===== src/rtl/etpa_pkg.sv =====
// Package: constant tables and widths for the projected angle unit.
`default_nettype none
package etpa_pkg;
	localparam int TabLen = 24;
	localparam int Deg64Turn = 23040;
	localparam logic [31:0] InvGain32 = 32'h9B74EDA8;

	localparam logic [1:0] REG_ENABLE = 2'd0;
	localparam logic [1:0] REG_YAW_OFFSET = 2'd1;
	localparam logic [1:0] REG_ANGLE_OFFSET = 2'd2;
	localparam logic [1:0] REG_INVERT_DIR = 2'd3;

	typedef logic [31:0] atan_tab_t [TabLen];
	localparam atan_tab_t AtanTurn32 = '{
		32'h20000000, 32'h12E4051E, 32'h09FB385B, 32'h051111D4, 32'h028B0D43,
		32'h0145D7E1, 32'h00A2F61E, 32'h00517C55, 32'h0028BE53, 32'h00145F2F,
		32'h000A2F98, 32'h000517CC, 32'h00028BE6, 32'h000145F3, 32'h0000A2FA,
		32'h0000517D, 32'h000028BE, 32'h0000145F, 32'h00000A30, 32'h00000518,
		32'h0000028C, 32'h00000146, 32'h000000A3, 32'h00000051
	};

	// per-step angle, rounded half up to f fractional bits of a turn
	function automatic logic [31:0] step_angle(input int i, input int f);
		logic [32:0] t;
		t = {1'b0, AtanTurn32[i]} + (33'd1 << (31 - f));
		return 32'(t[32:0] >> (32 - f));
	endfunction

	function automatic logic [31:0] inv_gain(input int f);
		logic [32:0] t;
		t = {1'b0, InvGain32} + (33'd1 << (31 - f));
		return 32'(t >> (32 - f));
	endfunction
endpackage
`default_nettype wire


===== src/rtl/etpa_cordic_stage.sv =====
// One registered CORDIC micro-rotation with stall-aware valid bit.
`default_nettype none
module etpa_cordic_stage
	import etpa_pkg::*;
#(
	parameter int W = 20,
	parameter int ZW = 20,
	parameter int SH = 0,
	parameter int FB = 16,
	parameter bit VECTOR = 1'b0,
	parameter int SW = 1
) (
	input  wire            clk,
	input  wire            arst_n,
	input  wire            adv,
	input  wire            vld_in,
	input  wire signed [W-1:0]  x_in,
	input  wire signed [W-1:0]  y_in,
	input  wire signed [ZW-1:0] z_in,
	input  wire [SW-1:0]   side_in,
	output logic           vld_out,
	output logic signed [W-1:0]  x_out,
	output logic signed [W-1:0]  y_out,
	output logic signed [ZW-1:0] z_out,
	output logic [SW-1:0]  side_out
);
	localparam logic [31:0] Ang = step_angle(SH, FB);
	logic signed [ZW-1:0] ang;
	logic dir;
	logic signed [W-1:0] xs, ys;
	assign ang = ZW'(signed'({1'b0, Ang}));
	assign xs = x_in >>> SH;
	assign ys = y_in >>> SH;
	assign dir = VECTOR ? ~y_in[W-1] : ~z_in[ZW-1];
	always_ff @(posedge clk or negedge arst_n) begin
		if (!arst_n) vld_out <= 1'b0;
		else if (adv) vld_out <= vld_in;
	end
	always_ff @(posedge clk) begin
		if (adv) begin
			side_out <= side_in;
			if (dir) begin
				x_out <= VECTOR ? x_in + ys : x_in - ys;
				y_out <= VECTOR ? y_in - xs : y_in + xs;
				z_out <= VECTOR ? z_in + ang : z_in - ang;
			end else begin
				x_out <= VECTOR ? x_in - ys : x_in + ys;
				y_out <= VECTOR ? y_in + xs : y_in - xs;
				z_out <= VECTOR ? z_in - ang : z_in + ang;
			end
		end
	end
endmodule
`default_nettype wire


===== config.mk =====
export PLATFORM = sky130hd
export DESIGN_NAME = etpa_cordic_stage
export DESIGN_NICKNAME = d
export VERILOG_FILES = /design/src/rtl/etpa_pkg.sv /design/src/rtl/etpa_cordic_stage.sv
export SDC_FILE = /design/constraint.sdc
export NUM_CORES = 1
export LEC_CHECK = 0
export BUFFER_PORTS_ARGS = -buffer_cell sky130_fd_sc_hd__buf_2
export CORE_ASPECT_RATIO = 1.5
export CORE_UTILIZATION = 59
export CTS_BUF_LIST = sky130_fd_sc_hd__clkbuf_8 sky130_fd_sc_hd__clkbuf_16
export DETAILED_ROUTE_END_ITERATION = 12
export PLACE_DENSITY = 0.87
export SETUP_SLACK_MARGIN = 0.02
export SYNTH_ARGS = -nofsm -noshare
export SYNTH_HDL_FRONTEND = slang
export SYNTH_SLANG_ARGS = --single-unit

===== constraint.sdc =====
create_clock -name clk -period 1.5 [get_ports clk]
set_input_delay 0.15 -clock clk [delete_from_list [all_inputs] [get_ports clk]]
set_output_delay 0.15 -clock clk [all_outputs]
set_load 0.01 [all_outputs]

==> summary.txt, run 1 <==
Synth
  – Seq cells post-synth: 61
  – Asr flop ratio synth: 0.0164
  – Top post-synthesis cells by area: edfxtp_1 (35%), ha_1 (17%), a21oi_1 (5.6%)
  – Adder-Cell Fraction of Synth Area: 0.183
  – Yosys top cell by area: edfxtp_1
  – Cells after Synth: 530
  – Commonest cells in the synthesized netlist: ha_1 (69), edfxtp_1 (60), inv_1 (60)
  – Sequential fraction of the synthesis area: 0.354
  – Mux cell area share after synthesis: 0.0294
  – Largest family of logic cells by synthesized area: compound AO/OA/AOI/OAI gates
  – Main synth FF type: edfxtp_1
  – Number of synthesized flops with an enable pin: 60
  – Share of the synthesized area in the top cell type: 0.350
  – Top-count cell post-synth: ha_1
  – Syn Std Cell Area: 5150 µm²
  – Net count after synthesis: 668
  – Post-Synth Simple-Gate Area: 0.0867
  – Compound-cell area share of the yosys netlist: 0.211
  – Syn. warnings: 0
  – Post-synthesis cell type count: 63
  – Avg Cell Area, Syn: 9.72 µm²
  – Synth Area in XOR/XNOR: 0.0697

Placement
  – Pre-CTS setup slack: -1020 ps
  – Port Buffers: 126
  – HPWL Detailed: 12800 µm
  – RePlAce Congestion: 0.928
  – Post-place instance area: 7320 µm²

Clocking
  – Cts hold-fix bufs: 6
  – CTS Buf Count: 9
  – Post-CTS sizing: 138
  – Post-CTS Setup Bufs: 33
  – Root Buffer: clkbuf_16
  – CTS Sinks: 61
  – # H-tree levels: 3
  – Max clock buf depth: 2

Floorplanning
  – Starting density of the core: 0.609
  – Ports: 127
  – # rows: 41
  – Die X: 78.3 µm
  – Die Y-Extent: 116 µm

Outcome
  – Tool error: [ERROR DPL-0038] Utilization greater than 100%, impossible to legalize
  – Fail Step: clock tree synthesis (4_1_cts)
  – Status: did not finish
==> kinds of logic after synthesis <==
group                    count (synthesis)
AO/OA/AOI/OAI                          166
XOR/XNOR                                41
adder cells (fa/ha/maj)                 73
buffers and inverters                   85
flip-flops                              61
multiplexers                            15
AND/OR/NAND/NOR                         89
==> through the flow <==
step            util  cells  hold WS (ps)  TNS (ps)
2_1_floorplan      -    530          -146    -12630
3_3_place_gp   0.865    898         -74.6    -25980
3_5_place_dp   0.865    898         -73.5    -28280
==> run 2: changes to the inputs <==
CORE_ASPECT_RATIO = unset   (was 1.5)
CORE_UTILIZATION = 40   (was 59)
CTS_BUF_LIST = unset   (was sky130_fd_sc_hd__clkbuf_8 sky130_fd_sc_hd__clkbuf_16)
PLACE_DENSITY = unset   (was 0.87)
PLACE_DENSITY_LB_ADDON = 0.15   (was unset)
SETUP_SLACK_MARGIN = unset   (was 0.02)
==> run 2 against run 1 <==
- the flow now finishes, with violations (negative setup slack)
- synthesized cell count unchanged
- area after synthesis unchanged
==> summary.txt, run 2 <==
Placement
  – RePlAce Congestion: 0.944 (+1.8%)
  – Placed Instances: 965 (+7.5%)
  – HPWL Detailed: 11800 µm (-7.1%)
  – Port Buffers: 126 (unchanged)

Synth
  – Top post-synthesis cells by area: edfxtp_1 (35%), ha_1 (17%), a21oi_1 (5.6%)
  – Syn. warnings: 0 (unchanged)
  – Post-Synth Simple-Gate Area: 0.0867 (unchanged)
  – Compound-cell area share of the yosys netlist: 0.211 (unchanged)
  – Synth Area in XOR/XNOR: 0.0697 (unchanged)
  – Yosys top cell by area: edfxtp_1
  – Share of the synthesized area in the top cell type: 0.350 (unchanged)
  – Post-synthesis cell type count: 63 (unchanged)
  – Adder-Cell Fraction of Synth Area: 0.183 (unchanged)
  – Net count after synthesis: 668 (unchanged)
  – Commonest cells in the synthesized netlist: ha_1 (69), edfxtp_1 (60), inv_1 (60)
  – Seq cells post-synth: 61 (unchanged)
  – Syn Std Cell Area: 5150 µm² (unchanged)
  – Number of synthesized flops with an enable pin: 60 (unchanged)
  – Largest family of logic cells by synthesized area: compound AO/OA/AOI/OAI gates
  – Cells after Synth: 530 (unchanged)
  – Sequential fraction of the synthesis area: 0.354 (unchanged)
  – Main synth FF type: edfxtp_1
  – Asr flop ratio synth: 0.0164 (unchanged)
  – Mux cell area share after synthesis: 0.0294 (unchanged)
  – Top-count cell post-synth: ha_1
  – Avg Cell Area, Syn: 9.72 µm² (unchanged)

Floorplanning
  – Floorplan core area: 12600 µm²
  – # rows: 41 (unchanged)
  – DIE AREA: 13300 µm²
  – Ports: 127 (unchanged)
  – Starting density of the core: 0.410 (-0.199)
  – Die Y-Extent: 116 µm (-0.82%)
  – Die X: 116 µm (+48%)

Drt
  – DRC Markers: 0
  – WL final: 15900 µm
  – Drt pass-1 iters: 4
  – Via Count: 5191
  – DRT iter0 DRCs: 253
  – Antenna viol nets, final: 0
  – Routed WL per cell: 15.6 µm
  – Via density: 5.09

Final layout
  – Final-stage net count: 980
  – Biggest regs: y_out (20), z_out (20), x_out (19)
  – Area grow syn2layout: 68.6%
  – Multi-input gate area: 3690 µm²
  – Post-route insts no fill: 1019
  – Final Util: 0.691
  – Most common cell after layout, fill and taps aside: buf_4
  – Layout cells sized above 1: 0.530
  – Filler Cells Inserted: 933
  – Ant diodes: 0
  – Area occupied by registers: 1830 µm²
  – Commonest cells after routing, fill and taps aside: buf_4 (155), buf_2 (116), edfxtp_1 (60)

Timing
  – Clk_skew: 0 ps
  – Slew headroom: 0.733
  – Worst Tran Pin Value: 397 ps
  – Count of final setup violators: 32
  – Final hold vios: 0
  – Achievable Freq: 484 MHz
  – Max-slew violations: 0
  – RSZ-0062 raised after global routing: true
  – Min Hold Slack: 53.8 ps
  – Crit path time final: 2060 ps
  – Final Worst Setup Slack: -564 ps
  – Crit share post-route: 1.38

Worst hold path
  – Hold Path Class: in -> reg

GRT
  – Vias in the first global route: 5256
  – First-pass GRT wire length: 24900 µm
  – Grt ovf: 0
  – Total global routing track utilization: 0.239
  – Antenna violations before repair: 0
  – Largest net degree at the start of global routing: 40

Worst setup path
  – Crit Path Max Fanout: 2
  – Critical path's top delay family: simple AND/OR/NAND/NOR gates
  – CP max stage delay: 540 ps
  – Critical Path RT: 1580 ps
  – Crit-path slowest cell: or4_4
  – WP buf/inv: 1
  – Crit path DAT: 2140 ps
  – Critical path capture point type: flip-flop
  – Critical Setup Path Class: in -> reg
  – Crit path launch type: input pin
  – CP cell instances: buf_2, ha_4, a21o_1, and2_4, or4_4, o22ai_4, o41ai_4, a221oi_2, mux2i_1, xnor2_1

Clocking
  – Reg clk slew, reported paths: 60 ps
  – Root Buffer: clkbuf_16
  – CTS Buf Count: 9 (unchanged)
  – CTS tree: built
  – # H-tree levels: 3 (unchanged)
  – Max clock buf depth: 2 (unchanged)
  – Later-pin clock latency in the skew report: 330 ps
  – CTS Sinks: 61 (unchanged)

Outcome
  – Failing checks: negative setup slack
  – Status: complete, but fails checks

Pwr
  – Pwr/cell area: 821 nW/µm²
  – P_leak: 4.01 nW
  – Maximum vdd drop: 0.000461 V

Run
  – Max Cap Viol: 0
[run 2: cell counts after synthesis]
Identical to the previous run, type by type.
[run 2: kinds of logic after synthesis]
group / Yosys count
flip-flops: 61
buffers and inverters: 85
AO/OA/AOI/OAI: 166
adder cells (fa/ha/maj): 73
XOR/XNOR: 41
AND/OR/NAND/NOR: 89
multiplexers: 15
[run 2: stage by stage]
stage                     area, µm²  setup TNS [ps]  power (mW)  setup WS [ps]
final                          8690          -12850        7.14           -564
after global routing           8690          -15050        7.49           -643
after CTS                      8300          -10970        6.93           -541
after detailed placement       7420          -26450        4.74          -1070
after global placement         7420          -25480        4.70          -1030
after floorplan                5440          -12630        3.60           -622
[run 2: timing repair]
| action | CTS | global route |
|---|---|---|
| pin swaps | 51 | 40 |
| endpoints found under the setup margin | 32 | 32 |
| hold buffers | 15 | 0 |
| buffers inserted | 11 | 16 |
| endpoints found under the hold margin | 15 | 0 |
| resized for setup | 91 | 56 |
[run 2: power breakdown]
group	switching (mW)	internal, mW	total, mW
Combinational	1.47	1.48	2.95
Clock	0.802	1.12	1.92
Sequential	0.0620	2.20	2.26
Total	2.34	4.80	7.14
[run 2: path summary, 6_finish.rpt]
check | startpoint | to | slack [ps] | cells past startpoint
setup / recovery | y_in[4] | y_out[19]$_DFFE_PP_ | -560 | 10
hold / removal | vld_in | vld_out$_DFFE_PN0P_ | 50 | 2
setup reg to reg | vld_out$_DFFE_PN0P_ | vld_out$_DFFE_PN0P_ | 760 | 1
hold reg to reg | vld_out$_DFFE_PN0P_ | vld_out$_DFFE_PN0P_ | 500 | 1
max in group asynchronous | arst_n | vld_out$_DFFE_PN0P_ | 1290 | 2
min in group asynchronous | arst_n | vld_out$_DFFE_PN0P_ | 130 | 2
[run 2: final cells by class]
| type | instances | area share |
|---|---|---|
| flip-flops and latches | 61 | 0.210 |
| multi-input cells | 384 | 0.425 |
| clock inverters | 7 | 0.00576 |
| well taps | 172 | 0.0248 |
| clock buffers | 9 | 0.0259 |
| repair buffers | 325 | 0.277 |
| inverters | 61 | 0.0310 |
[run 2: metal layers]
| layer | wire, µm | vias to the layer above | global-route usage |
|---|---|---|---|
| li1 | - | 2523 | - |
| met1 | 7230 | 2450 | 0.304 |
| met2 | 7540 | 184 | 0.403 |
| met3 | 806 | 34 | 0.0455 |
| met4 | 353 | 0 | 0.0883 |
| met5 | 0 | - | 0 |
(Power assumes the default switching activity.)
==> run 3: changes to the inputs <==
REMOVE_ABC_BUFFERS = 1   (was unset)
SLEW_MARGIN = 5   (was unset)
==> run 3 against run 2 <==
- highest routed layer unchanged
- critical path depth stayed put
- final cell count increased by 2.7%
- via count is 3.7% higher
- die area is the same
- first-iteration DRC count increased by 60%
- final area up 4.5%
- clock skew did not move
- the run still ends with negative setup slack left
- global-route usage increased by 1.4 points
- critical path type unchanged
- routed wire length rose by 12%
- register-to-register slack hardly changed
- worst hold slack got worse by 47 ps
- maximum frequency grew 0.50%
==> summary.txt, run 3 (synthesized netlist as in run 2, its figures left out) <==
Clocking
  – CTS tree: built
  – # H-tree levels: 3 (unchanged)
  – Later-pin clock latency in the skew report: 340 ps (about the same)
  – Reg clk slew, reported paths: 70 ps (about the same)
  – Max clock buf depth: 2 (unchanged)
  – CTS Sinks: 61 (unchanged)
  – Root Buffer: clkbuf_16
  – CTS Buf Count: 9 (unchanged)

Timing
  – Crit path time final: 2050 ps (-10.3 ps)
  – Final hold vios: 0 (unchanged)
  – Slew headroom: 0.726 (-0.00691)
  – Min Hold Slack: 6.75 ps (-47.0 ps)
  – RSZ-0062 raised after global routing: true
  – Count of final setup violators: 34 (+6.3%)
  – Worst Tran Pin Value: 411 ps (+13.5 ps)
  – Final Worst Setup Slack: -554 ps (+10.3 ps)
  – Crit share post-route: 1.37 (-0.00686)
  – Max-slew violations: 0 (unchanged)
  – Achievable Freq: 487 MHz (+0.50%)
  – Clk_skew: 0 ps (unchanged)

Worst setup path
  – Crit path DAT: 2140 ps (about the same)
  – Crit Path Max Fanout: 3 (+1)
  – Critical Path RT: 1580 ps (about the same)
  – Critical path capture point type: flip-flop
  – Critical Setup Path Class: in -> reg
  – Crit path launch type: input pin

Floorplanning
  – Die Y-Extent: 116 µm (unchanged)
  – Starting density of the core: 0.410 (unchanged)
  – # rows: 41 (unchanged)
  – DIE AREA: 13300 µm² (unchanged)
  – Floorplan core area: 12600 µm² (unchanged)
  – Ports: 127 (unchanged)
  – Die X: 116 µm (unchanged)

GRT
  – Largest net degree at the start of global routing: 44 (+10%)
  – Antenna violations before repair: 0 (unchanged)
  – Vias in the first global route: 5259 (+0.057%)
  – Total global routing track utilization: 0.253 (+0.0143)
  – First-pass GRT wire length: 26100 µm (+5.0%)
  – Grt ovf: 0 (unchanged)

Drt
  – DRC Markers: 0 (unchanged)
  – Drt pass-1 iters: 5 (+1)
  – WL final: 17800 µm (+12%)
  – Via density: 5.14 (+0.91%)
  – Wl on met1: 7800 µm (+7.9%)
  – DRT iter0 DRCs: 405 (+60%)
  – Met3 wire length: 909 µm (+13%)
  – Routed WL per cell: 17.0 µm (+8.7%)
  – WL met2: 8770 µm (+16%)
  – Antenna viol nets, final: 0 (unchanged)
  – Top Layer Used: met4
  – Via Count: 5382 (+3.7%)

Placement
  – RePlAce Congestion: 0.905 (-4.2%)
  – HPWL Detailed: 12300 µm (+3.7%)
  – Pre-CTS setup slack: -1140 ps (-69.2 ps)
  – Port Buffers: 126 (unchanged)

Final layout
  – Commonest cells after routing, fill and taps aside: buf_4 (183), buf_2 (113), edfxtp_1 (60)
  – Area grow syn2layout: 76.2%
  – Filler Cells Inserted: 915 (-1.9%)
  – Layout cells sized above 1: 0.574 (+0.0436)
  – Final-stage net count: 1008 (+2.9%)
  – Most common cell after layout, fill and taps aside: buf_4
  – Biggest regs: y_out (20), z_out (20), x_out (19)
  – Ant diodes: 0 (unchanged)

Outcome
  – Failing checks: negative setup slack
  – Status: complete, but fails checks

Pwr
  – Pwr/cell area: 816 nW/µm² (-0.63%)
  – P_leak: 4.16 nW (+3.8%)
  – Maximum vdd drop: 0.000513 V (+11%)

Run
  – Max Cap Viol: 0 (unchanged)

Worst hold path
  – Hold Path Class: in -> reg
[run 3: path summary, 6_finish.rpt]
path	start	to	slack (ps)	cells after the start
setup reg to reg	vld_out$_DFFE_PN0P_	vld_out$_DFFE_PN0P_	760	1
setup / recovery	y_in[4]	y_out[19]$_DFFE_PP_	-550	10
min in group asynchronous	arst_n	vld_out$_DFFE_PN0P_	120	2
hold / removal	z_in[8]	z_out[8]$_DFFE_PP_	7	1
max in group asynchronous	arst_n	vld_out$_DFFE_PN0P_	1300	2
hold reg to reg	vld_out$_DFFE_PN0P_	vld_out$_DFFE_PN0P_	510	1
[run 3: final cells by class]
| cell class | instances | area (µm²) | area share |
|---|---|---|---|
| Tap cell | 172 | 215 | 0.0237 |
| Clock buffer | 9 | 225 | 0.0248 |
| Multi-Input combinational cell | 384 | 3880 | 0.427 |
| Inverter | 61 | 259 | 0.0285 |
| Timing Repair Buffer | 353 | 2630 | 0.289 |
| Clock inverter | 7 | 51.3 | 0.00565 |
| Sequential cell | 61 | 1830 | 0.201 |
[run 3: what timing repair did]
item / CTS / global route
setup buffers: 33 / 22
pin swaps: 88 / 91
hold buffers: 14 / 0
hold endpoints to repair: 14 / 0
setup endpoints to repair: 34 / 35
resized for setup: 185 / 87
[run 3: critical path, cell delays in order]
cell and delay, ps:
buf_8 100, ha_4 240, a21o_1 180, and2_4 160, or4_4 490, o22ai_4 160
o41ai_4 120, a221oi_2 260, mux2i_1 120, xnor2_1 150
[run 3: metrics by stage]
stage / power, mW / std cells / TNS [ps] / util / cell area, µm²
floorplan: 3.46 / 506 / -20060 / - / 5040
global placement: 4.64 / 975 / -29170 / 0.573 / 7200
detailed placement: 4.68 / 975 / -30610 / 0.573 / 7200
CTS: 7.12 / 1033 / -12050 / 0.685 / 8610
global route: 7.75 / 1047 / -14910 / 0.723 / 9080
finish: 7.41 / 1047 / -12550 / 0.723 / 9080
[run 3: where the power goes]
group	total (mW)	switching, mW	leakage, nW	internal, mW
logic	3.19	1.58	3.43	1.61
registers	2.26	0.0630	0.599	2.20
clock network	1.96	0.839	0.132	1.12
[run 3: metal layers]
layer / vias to the layer above / global-route usage
met1: 2578 / 0.343
met5: - / 0
met4: 0 / 0.0693
met2: 195 / 0.420
met3: 31 / 0.0392
li1: 2578 / -
